<file path="src/design/cfsc_pkg.sv">
package cfsc_pkg;

   typedef enum logic [1:0] {
      MODE_UNDECIDED,
      MODE_DECIMAL,
      MODE_WIDTH,
      MODE_OTHER
   } parse_mode_type;

   localparam logic [2:0] LAYOUT_UNSUPPORTED = 3'd0;
   localparam logic [2:0] LAYOUT_BITMAP      = 3'd1;
   localparam logic [2:0] LAYOUT_FIXED       = 3'd2;
   localparam logic [2:0] LAYOUT_VAR32       = 3'd3;
   localparam logic [2:0] LAYOUT_VAR64       = 3'd4;

   localparam int unsigned ACC_W = 34;
   localparam logic [ACC_W-1:0] NUM_LIMIT = 34'd1000000000;

   typedef struct packed {
      logic [7:0] char_code;
      logic       char_present;
      logic       last_char;
   } req_item_type;

   typedef struct packed {
      logic [2:0]         layout_kind;
      logic signed [31:0] elem_size;
   } rsp_item_type;

   typedef struct packed {
      logic [2:0]       pos;
      logic [3:0][7:0]  lead;
      parse_mode_type   mode;
      logic [1:0]       field;
      logic [ACC_W-1:0] acc;
      logic             neg;
      logic             has_digit;
      logic             sign_ok;
      logic             reject;
   } parse_state_type;

   localparam parse_state_type PARSE_STATE_RESET = '{
      pos: 3'd0, lead: '0, mode: MODE_UNDECIDED, field: 2'd0, acc: '0,
      neg: 1'b0, has_digit: 1'b0, sign_ok: 1'b1, reject: 1'b0};

endpackage

</file>
<file path="src/design/cfsc_if.sv">
interface cfsc_req_if;
   logic       valid;
   logic       ready;
   logic [7:0] char_code;
   logic       char_present;
   logic       last_char;

   modport source (output valid, output char_code, output char_present,
                   output last_char, input ready);
   modport sink (input valid, input char_code, input char_present,
                 input last_char, output ready);
endinterface

interface cfsc_rsp_if;
   logic               valid;
   logic               ready;
   logic [2:0]         layout_kind;
   logic signed [31:0] elem_size;

   modport source (output valid, output layout_kind, output elem_size, input ready);
   modport sink (input valid, input layout_kind, input elem_size, output ready);
endinterface

</file>
<file path="src/design/columnar_format_string_classifier.sv">
// Channel   Role     Payload                                     Moves on
// req_ch    sink     char_code[7:0], char_present, last_char     valid && ready
// rsp_ch    source   layout_kind[2:0], elem_size[31:0] s         valid && ready
//
// One character a cycle while no last character waits: input register, parse logic,
// result register; a result is registered as its last character leaves the input stage.
// Synchronous active-high reset empties both registers and clears the parse state.
// Only a last character waits for a full result register; other characters keep flowing.
module columnar_format_string_classifier (
   input  logic       clock,
   input  logic       reset,
   cfsc_req_if.sink   req_ch,
   cfsc_rsp_if.source rsp_ch
);
   import cfsc_pkg::*;

   logic         hold_valid;
   req_item_type hold_item;
   logic         take;
   logic         out_free;
   logic         out_load;
   rsp_item_type out_item;

   cfsc_in_stage u_in_stage (
      .clock      (clock),
      .reset      (reset),
      .req        (req_ch),
      .take       (take),
      .hold_valid (hold_valid),
      .hold_item  (hold_item)
   );

   cfsc_parser u_parser (
      .clock    (clock),
      .reset    (reset),
      .in_valid (hold_valid),
      .in_item  (hold_item),
      .out_free (out_free),
      .take     (take),
      .out_load (out_load),
      .out_item (out_item)
   );

   cfsc_out_stage u_out_stage (
      .clock     (clock),
      .reset     (reset),
      .load      (out_load),
      .load_item (out_item),
      .free      (out_free),
      .rsp       (rsp_ch)
   );

endmodule

</file>
<file path="src/design/cfsc_in_stage.sv">
module cfsc_in_stage (
   input  logic                  clock,
   input  logic                  reset,
   cfsc_req_if.sink              req,
   input  logic                  take,
   output logic                  hold_valid,
   output cfsc_pkg::req_item_type hold_item
);
   import cfsc_pkg::*;

   logic         valid_ff;
   logic         valid_in;
   req_item_type item_ff;
   logic         accept;

   assign req.ready = !valid_ff || take;
   assign accept    = req.valid && req.ready;

   always_comb begin
      valid_in = valid_ff;
      if (accept) begin
         valid_in = 1'b1;
      end else if (take) begin
         valid_in = 1'b0;
      end
   end

   always_ff @(posedge clock) begin
      if (reset) begin
         valid_ff <= 1'b0;
      end else begin
         valid_ff <= valid_in;
      end
   end

   always_ff @(posedge clock) begin
      if (accept) begin
         item_ff <= '{char_code: req.char_code, char_present: req.char_present,
                      last_char: req.last_char};
      end
   end

   assign hold_valid = valid_ff;
   assign hold_item  = item_ff;

endmodule

</file>
<file path="src/design/cfsc_parser.sv">
module cfsc_parser (
   input  logic                   clock,
   input  logic                   reset,
   input  logic                   in_valid,
   input  cfsc_pkg::req_item_type in_item,
   input  logic                   out_free,
   output logic                   take,
   output logic                   out_load,
   output cfsc_pkg::rsp_item_type out_item
);
   import cfsc_pkg::*;

   localparam logic [7:0] CH_COLON = 8'h3a;
   localparam logic [7:0] CH_COMMA = 8'h2c;
   localparam logic [7:0] CH_PLUS  = 8'h2b;
   localparam logic [7:0] CH_MINUS = 8'h2d;
   localparam logic [7:0] CH_ZERO  = 8'h30;
   localparam logic [7:0] CH_NINE  = 8'h39;
   localparam logic [7:0] CH_LO_D  = 8'h64;
   localparam logic [7:0] CH_LO_W  = 8'h77;
   localparam logic [7:0] CH_LO_T  = 8'h74;
   localparam logic [7:0] CH_LO_S  = 8'h73;
   localparam logic [7:0] CH_LO_M  = 8'h6d;
   localparam logic [7:0] CH_LO_U  = 8'h75;
   localparam logic [7:0] CH_LO_N  = 8'h6e;
   localparam logic [7:0] CH_UP_D  = 8'h44;
   localparam logic [7:0] CH_LO_B  = 8'h62;
   localparam logic [7:0] CH_LO_C  = 8'h63;
   localparam logic [7:0] CH_UP_C  = 8'h43;
   localparam logic [7:0] CH_UP_S  = 8'h53;
   localparam logic [7:0] CH_LO_E  = 8'h65;
   localparam logic [7:0] CH_LO_I  = 8'h69;
   localparam logic [7:0] CH_UP_I  = 8'h49;
   localparam logic [7:0] CH_LO_F  = 8'h66;
   localparam logic [7:0] CH_LO_L  = 8'h6c;
   localparam logic [7:0] CH_UP_L  = 8'h4c;
   localparam logic [7:0] CH_LO_G  = 8'h67;
   localparam logic [7:0] CH_LO_Z  = 8'h7a;
   localparam logic [7:0] CH_UP_U  = 8'h55;
   localparam logic [7:0] CH_UP_Z  = 8'h5a;

   parse_state_type st_ff;
   parse_state_type st_in;
   parse_state_type nxt;

   function automatic logic is_unit(logic [7:0] c);
      return c == CH_LO_S || c == CH_LO_M || c == CH_LO_U || c == CH_LO_N;
   endfunction

   function automatic parse_state_type feed_number(parse_state_type s, logic [7:0] ch);
      parse_state_type r;
      logic            is_digit;
      r        = s;
      is_digit = (ch >= CH_ZERO) && (ch <= CH_NINE);
      if (!s.reject) begin
         if (s.sign_ok && (ch == CH_PLUS || ch == CH_MINUS)) begin
            r.neg     = (ch == CH_MINUS);
            r.sign_ok = 1'b0;
         end else begin
            r.sign_ok = 1'b0;
            // refuse a non-digit, or a digit once the value is past the limit
            if (!is_digit || s.acc > NUM_LIMIT) begin
               r.reject = 1'b1;
            end else begin
               r.acc = (s.acc << 3) + (s.acc << 1) +
                       {{(ACC_W-8){1'b0}}, 8'(ch - CH_ZERO)};
               r.has_digit = 1'b1;
            end
         end
      end
      return r;
   endfunction

   function automatic parse_state_type decimal_comma(parse_state_type s);
      parse_state_type r;
      r = s;
      if (!s.reject) begin
         if (!s.has_digit || s.field >= 2'd2 ||
             (s.field == 2'd0 && s.neg && s.acc != '0)) begin
            r.reject = 1'b1;
         end else begin
            r.field     = s.field + 2'd1;
            r.acc       = '0;
            r.neg       = 1'b0;
            r.has_digit = 1'b0;
            r.sign_ok   = 1'b1;
         end
      end
      return r;
   endfunction

   function automatic rsp_item_type classify(parse_state_type s);
      rsp_item_type r;
      logic         unit2;
      r.layout_kind = LAYOUT_UNSUPPORTED;
      r.elem_size   = '0;
      unit2         = is_unit(s.lead[2]);
      if (s.pos == 3'd0) begin
         r.layout_kind = LAYOUT_UNSUPPORTED;
      end else if (s.pos == 3'd1) begin
         case (s.lead[0]) inside
            CH_LO_B: r.layout_kind = LAYOUT_BITMAP;
            CH_LO_C, CH_UP_C: begin
               r.layout_kind = LAYOUT_FIXED;
               r.elem_size   = 32'sd1;
            end
            CH_LO_S, CH_UP_S, CH_LO_E: begin
               r.layout_kind = LAYOUT_FIXED;
               r.elem_size   = 32'sd2;
            end
            CH_LO_I, CH_UP_I, CH_LO_F: begin
               r.layout_kind = LAYOUT_FIXED;
               r.elem_size   = 32'sd4;
            end
            CH_LO_L, CH_UP_L, CH_LO_G: begin
               r.layout_kind = LAYOUT_FIXED;
               r.elem_size   = 32'sd8;
            end
            CH_LO_U, CH_LO_Z: r.layout_kind = LAYOUT_VAR32;
            CH_UP_U, CH_UP_Z: r.layout_kind = LAYOUT_VAR64;
            default: r.layout_kind = LAYOUT_UNSUPPORTED;
         endcase
      end else if (s.mode == MODE_DECIMAL) begin
         if (s.reject || !s.has_digit || s.field == 2'd0) begin
            r.layout_kind = LAYOUT_UNSUPPORTED;
         end else if (s.field == 2'd1) begin
            r.layout_kind = LAYOUT_FIXED;
            r.elem_size   = 32'sd16;
         end else if (s.neg && s.acc != '0) begin
            r.layout_kind = LAYOUT_UNSUPPORTED;
         end else if (s.acc == 34'd256) begin
            r.layout_kind = LAYOUT_FIXED;
            r.elem_size   = 32'sd32;
         end else if (s.acc == 34'd128) begin
            r.layout_kind = LAYOUT_FIXED;
            r.elem_size   = 32'sd16;
         end
      end else if (s.mode == MODE_WIDTH) begin
         if (!(s.reject || !s.has_digit || s.neg || s.acc == '0)) begin
            r.layout_kind = LAYOUT_FIXED;
            r.elem_size   = s.acc[31:0];
         end
      end else if (s.lead[0] == CH_LO_T) begin
         if (s.lead[1] == CH_LO_S) begin
            // timestamp: unit then colon, the zone is not checked
            if (s.pos >= 3'd4 && s.lead[3] == CH_COLON && unit2) begin
               r.layout_kind = LAYOUT_FIXED;
               r.elem_size   = 32'sd8;
            end
         end else if (s.pos == 3'd3) begin
            if (s.lead[1] == CH_LO_D) begin
               if (s.lead[2] == CH_UP_D) begin
                  r.layout_kind = LAYOUT_FIXED;
                  r.elem_size   = 32'sd4;
               end else if (s.lead[2] == CH_LO_M) begin
                  r.layout_kind = LAYOUT_FIXED;
                  r.elem_size   = 32'sd8;
               end
            end else if (s.lead[1] == CH_LO_T) begin
               if (s.lead[2] == CH_LO_S || s.lead[2] == CH_LO_M) begin
                  r.layout_kind = LAYOUT_FIXED;
                  r.elem_size   = 32'sd4;
               end else if (s.lead[2] == CH_LO_U || s.lead[2] == CH_LO_N) begin
                  r.layout_kind = LAYOUT_FIXED;
                  r.elem_size   = 32'sd8;
               end
            end else if (s.lead[1] == CH_UP_D && unit2) begin
               r.layout_kind = LAYOUT_FIXED;
               r.elem_size   = 32'sd8;
            end
         end
      end
      return r;
   endfunction

   // the final character waits while the result register is still full
   assign take     = in_valid && (!in_item.last_char || out_free);
   assign out_load = take && in_item.last_char;

   always_comb begin
      nxt = st_ff;
      if (take && in_item.char_present) begin
         if (!st_ff.pos[2]) begin
            nxt.lead[st_ff.pos[1:0]] = in_item.char_code;
         end
         if (st_ff.pos == 3'd1) begin
            if (in_item.char_code == CH_COLON && st_ff.lead[0] == CH_LO_D) begin
               nxt.mode = MODE_DECIMAL;
            end else if (in_item.char_code == CH_COLON && st_ff.lead[0] == CH_LO_W) begin
               nxt.mode = MODE_WIDTH;
            end else begin
               nxt.mode = MODE_OTHER;
            end
         end else if (st_ff.pos >= 3'd2) begin
            case (st_ff.mode)
               MODE_DECIMAL: begin
                  if (in_item.char_code == CH_COMMA) begin
                     nxt = decimal_comma(nxt);
                  end else begin
                     nxt = feed_number(nxt, in_item.char_code);
                  end
               end
               MODE_WIDTH: nxt = feed_number(nxt, in_item.char_code);
               default: ;
            endcase
         end
         if (st_ff.pos != 3'd7) begin
            nxt.pos = st_ff.pos + 3'd1;
         end
      end
      out_item = classify(nxt);
      // drop all parse state once the string ends
      st_in = out_load ? PARSE_STATE_RESET : nxt;
   end

   always_ff @(posedge clock) begin
      if (reset) begin
         st_ff <= PARSE_STATE_RESET;
      end else begin
         st_ff <= st_in;
      end
   end

endmodule

</file>
<file path="src/design/cfsc_out_stage.sv">
module cfsc_out_stage (
   input  logic                   clock,
   input  logic                   reset,
   input  logic                   load,
   input  cfsc_pkg::rsp_item_type load_item,
   output logic                   free,
   cfsc_rsp_if.source             rsp
);
   import cfsc_pkg::*;

   logic         valid_ff;
   logic         valid_in;
   rsp_item_type item_ff;

   assign free = !valid_ff || rsp.ready;

   always_comb begin
      valid_in = valid_ff;
      if (load) begin
         valid_in = 1'b1;
      end else if (rsp.ready) begin
         valid_in = 1'b0;
      end
   end

   always_ff @(posedge clock) begin
      if (reset) begin
         valid_ff <= 1'b0;
      end else begin
         valid_ff <= valid_in;
      end
   end

   always_ff @(posedge clock) begin
      if (load) begin
         item_ff <= load_item;
      end
   end

   assign rsp.valid       = valid_ff;
   assign rsp.layout_kind = item_ff.layout_kind;
   assign rsp.elem_size   = item_ff.elem_size;

endmodule

</file>
<file path="src/flat_wrapper.sv">
// flat-port wrapper written by rule: the top's interface ports become plain ports
module columnar_format_string_classifier_flat import cfsc_pkg::*;
  (clock, reset, req_ch_valid, req_ch_char_code, req_ch_char_present, req_ch_last_char, req_ch_ready, rsp_ch_valid, rsp_ch_layout_kind, rsp_ch_elem_size, rsp_ch_ready);
  cfsc_req_if req_ch_i ();
  cfsc_rsp_if rsp_ch_i ();
  input  logic clock;
  input  logic reset;
  input wire logic [$bits(req_ch_i.valid)-1:0] req_ch_valid;
  input wire logic [$bits(req_ch_i.char_code)-1:0] req_ch_char_code;
  input wire logic [$bits(req_ch_i.char_present)-1:0] req_ch_char_present;
  input wire logic [$bits(req_ch_i.last_char)-1:0] req_ch_last_char;
  output wire logic [$bits(req_ch_i.ready)-1:0] req_ch_ready;
  output wire logic [$bits(rsp_ch_i.valid)-1:0] rsp_ch_valid;
  output wire logic [$bits(rsp_ch_i.layout_kind)-1:0] rsp_ch_layout_kind;
  output wire logic [$bits(rsp_ch_i.elem_size)-1:0] rsp_ch_elem_size;
  input wire logic [$bits(rsp_ch_i.ready)-1:0] rsp_ch_ready;
  assign req_ch_i.valid = req_ch_valid;
  assign req_ch_i.char_code = req_ch_char_code;
  assign req_ch_i.char_present = req_ch_char_present;
  assign req_ch_i.last_char = req_ch_last_char;
  assign req_ch_ready = req_ch_i.ready;
  assign rsp_ch_valid = rsp_ch_i.valid;
  assign rsp_ch_layout_kind = rsp_ch_i.layout_kind;
  assign rsp_ch_elem_size = rsp_ch_i.elem_size;
  assign rsp_ch_i.ready = rsp_ch_ready;
  columnar_format_string_classifier u_core (.clock(clock), .reset(reset), .req_ch(req_ch_i), .rsp_ch(rsp_ch_i));
endmodule
</file>
<file path="config.mk">
export PLATFORM = sky130hd
export DESIGN_NAME = columnar_format_string_classifier_flat
export DESIGN_NICKNAME = d
export VERILOG_FILES = /design/src/design/cfsc_pkg.sv /design/src/design/cfsc_if.sv /design/src/design/columnar_format_string_classifier.sv /design/src/design/cfsc_in_stage.sv /design/src/design/cfsc_parser.sv /design/src/design/cfsc_out_stage.sv /design/src/flat_wrapper.sv
export SDC_FILE = /design/constraint.sdc
export NUM_CORES = 1
export LEC_CHECK = 0
export ABC_AREA = 0
export BUFFER_PORTS_ARGS = -buffer_cell sky130_fd_sc_hd__buf_2
export CAP_MARGIN = 15
export CELL_PAD_IN_SITES_DETAIL_PLACEMENT = 2
export CELL_PAD_IN_SITES_GLOBAL_PLACEMENT = 2
export CORE_ASPECT_RATIO = 1.1
export CORE_MARGIN = 2
export CORE_UTILIZATION = 42
export DETAILED_ROUTE_END_ITERATION = 6
export PLACE_DENSITY = 0.93
export SLEW_MARGIN = 20
export SYNTH_ARGS = -nofsm -noshare
export SYNTH_HDL_FRONTEND = slang
export SYNTH_SLANG_ARGS = --single-unit
</file>
<file path="constraint.sdc">
create_clock -name clock -period 11.7 [get_ports clock]
set_input_delay 1.755 -clock clock [delete_from_list [all_inputs] [get_ports clock]]
set_output_delay 1.755 -clock clock [all_outputs]
set_load 0.05 [all_outputs]
</file>
==> results_dict.tcl <==
set metrics [dict create \
    grt_max_degree 73 \
    rsz0062_at_grt "no" \
    postSynthAreaPerCell_sq_um 8.782 \
    num-nets-final 1070 \
    num_antenna_cells 0 \
    critical_path.max_stage_delay_ns 0.63 \
    die_x_um 138.0 \
    rows 53 \
    fin_crit_sh_pct 52.37 \
    arrival_ns 6.29 \
    viasPerCell 6.871 \
    synthArstFlopShare_pct 0 \
    worstPathMaxFanout 23 \
    setup_violations 0 \
    max-cap-violations 0 \
    fmax_mhz 163.2 \
    start_util_pct 43.16 \
    clkTransAtPathRegs_ns 0.07 \
    holdWs_ns 0.4557 \
    vias 8534 \
    place.detailed.hpwl_mm 23.81 \
    first_iter_violations 691 \
    layout_commonest_cell "nor2_1" \
    dieArea_sq_um 20900 \
    leakagePower_nw 3.509 \
    portBuffers 50 \
    max-vdd-ir-drop_mv 0.1241 \
    grt_pass1_vias 9392 \
    crit_path_top_delay_cell "edfxtp_1" \
    die_y_um 151.4 \
    postSynthCellCount 945 \
    max_slew_margin_pct 23.39 \
    cts_buffer_depth 2 \
    synth-seq-cells 124 \
    cp.required_ns 11.87 \
    finalHoldViolCount 0 \
    synth.distinct_cells 82 \
    grt_pass1_wl_mm 57.84 \
    wl_per_cell_um 31.46 \
    post_dp_cell_area_sq_um 8730 \
    cts_root_buf "clkbuf_16" \
    cts_buffers 17 \
    syn-num-nets 1033 \
    postCtsHoldBufs 0 \
    yosysWarnings 0 \
    p_per_area_nw_per_um2 121.4 \
    syn_area_sq_um 8299 \
    synth-edff-count 45 \
    fin_setup_tns_ns 0 \
    area_growth_pct 13.12 \
    cp_common_cell "ha_1" \
    cts_tree "built" \
    pin_count 51 \
    cp-start-kind "register" \
    critical_path_class "reg -> reg" \
    grt_util_all_layers_pct 36.49 \
    synth_sequential_area_ratio_pct 35.34 \
    clk_latency_ns 0.46 \
    final_area_sq_um 9388 \
    hp-class "reg -> reg" \
    grt_overflow 0 \
    skew_ns 0.01365 \
    end_kind "register" \
    tightest_slew_ns 1.144 \
    layout_common_cells "136 x nor2_1, 81 x nand2_1, 79 x dfxtp_1, 68 x ha_1, 67 x a21oi_1" \
    period_needed_ns 6.128 \
    crit_chain "ha_1 > xor2_1 > fa_1 > inv_1 > ha_1 > a21o_1 > a21oi_1 > a21boi_0 > mux2i_1 > o2111ai_1 > o41ai_1 > nand4_1 > nor3_1 > and4_1 > a41o_4 > o211ai_1" \
    wl_mm 39.07 \
    antenna_found_initial 0 \
    cts.sinks 124 \
    drc 0 \
    antenna_left 0 \
    drive_gt1_share_pct 12.06 \
    core_area_sq_um 19230 \
    gp_congestion 0.8441 \
    synth_ff_type "dfxtp_1" \
    h-tree-depth 4 \
    first_pass_iters 5 \
    cts_resized 0 \
    status "completed" \
    post-cts-setup-buffers 0 \
    slew_violations 0 \
]
[synthesized netlist by cell type, drive strengths merged, types with 10 or more instances]
cell type	n	share of area, %
nand2	83	3.8
nor4b	10	1.5
mux2i	25	3.0
ha	68	10
edfxtp	45	16
inv	31	1.4
nor2	138	6.3
xnor2	20	2.1
buf	10	0.86
clkbuf	26	1.2
and2	10	0.75
nand2b	15	1.1
nand4	12	0.90
a21oi	67	4.0
nor4	13	1.1
nand3	23	1.4
xor2	12	1.3
a22oi	23	2.1
dfxtp	79	19
a31oi	15	1.1
and3	11	0.83
o21ai	36	2.2
nor3	21	1.3
a21o	10	0.90
[final timing paths]
| path | start | end | slack, ns | cells past startpoint |
|---|---|---|---|---|
| worst max-delay path | u_core.u_in_stage.hold_item[7] | u_core.u_out_stage.rsp.layout_kind[1] | 5.57 | 16 |
| worst min-delay path | u_core.u_parser.st_ff[56] | u_core.u_parser.st_ff[56] | 0.46 | 2 |
| worst max register to register | u_core.u_in_stage.hold_item[7] | u_core.u_out_stage.rsp.layout_kind[1] | 5.57 | 16 |
| worst min register to register | u_core.u_parser.st_ff[56] | u_core.u_parser.st_ff[56] | 0.46 | 2 |
[worst max-delay path: cells and delay by family, from the launching register on]
kind                       cells  cell delay [ns]
AOI/OAI and AO/OA              7             2.52
xor gates and xnor gates       1             0.19
adders and majority gates      3             1.29
buffers and inverters          1             0.05
DFF                            1             0.63
muxes                          1             0.22
and+or+nand+nor                3             0.94
[cell type report]
class | instances | area (sq um)
sequential | 124 | 2933
tap | 247 | 309.0
clock buffer | 19 | 432.9
timing repair buffer | 54 | 292.8
multi-input combinational | 754 | 5106
fill | 2079 | 9843
inverter | 31 | 116.4
clock inverter | 13 | 197.7
[power breakdown]
part / leakage (nW) / total [W] / switching, W / internal [W]
Clock: 0.294 / 0.000605 / 0.000230 / 0.000375
Combinational: 2.20 / 0.0000690 / 0.0000517 / 0.0000174
Sequential: 1.02 / 0.000465 / 0.0000112 / 0.000454
[stage by stage]
step                      std cells  power (W)  setup slack (ns)  utilization [%]
after floorplan                 945  0.0005146             7.201                -
after global placement         1209  0.0005334             6.187            45.39
after detailed placement       1209  0.0005373             5.956            45.39
after CTS                      1241   0.001134             5.853            48.67
after global routing           1242   0.001156             5.579            48.82
final                          1242   0.001140             5.572            48.82
[sequential cells by signal, summed over array words and instances, names as in the netlist]
| signal | flops |
|---|---|
| u_core.u_parser.st_ff | 77 |
| u_core.u_out_stage.rsp.valid | 1 |
| u_core.u_in_stage.hold_valid | 1 |
| u_core.u_out_stage.rsp.elem_size | 32 |
| u_core.u_in_stage.hold_item | 10 |
| u_core.u_out_stage.rsp.layout_kind | 3 |
[cells by family (layout without fill, tap and decap cells)]
family | Yosys count | after routing | synth area share [%]
and+or+nand+nor | 386 | 386 | 23.61
AOI/OAI and AO/OA | 230 | 230 | 18.57
DFF | 124 | 124 | 35.34
adders and majority gates | 74 | 74 | 11.70
buffers and inverters | 67 | 117 | 3.437
xor gates and xnor gates | 32 | 32 | 3.377
muxes | 32 | 32 | 3.965
[routing by layer]
metal / vias to the layer above / part of all wire [%] / track usage [%]
li1: 3578 / - / -
met1: 4231 / 36 / 37.39
met2: 479 / 50 / 66.34
met3: 246 / 5.5 / 7.082
met4: 0 / 8.2 / 27.86
met5: - / 0 / 0
Note: power is estimated with default switching activity, not from simulation.
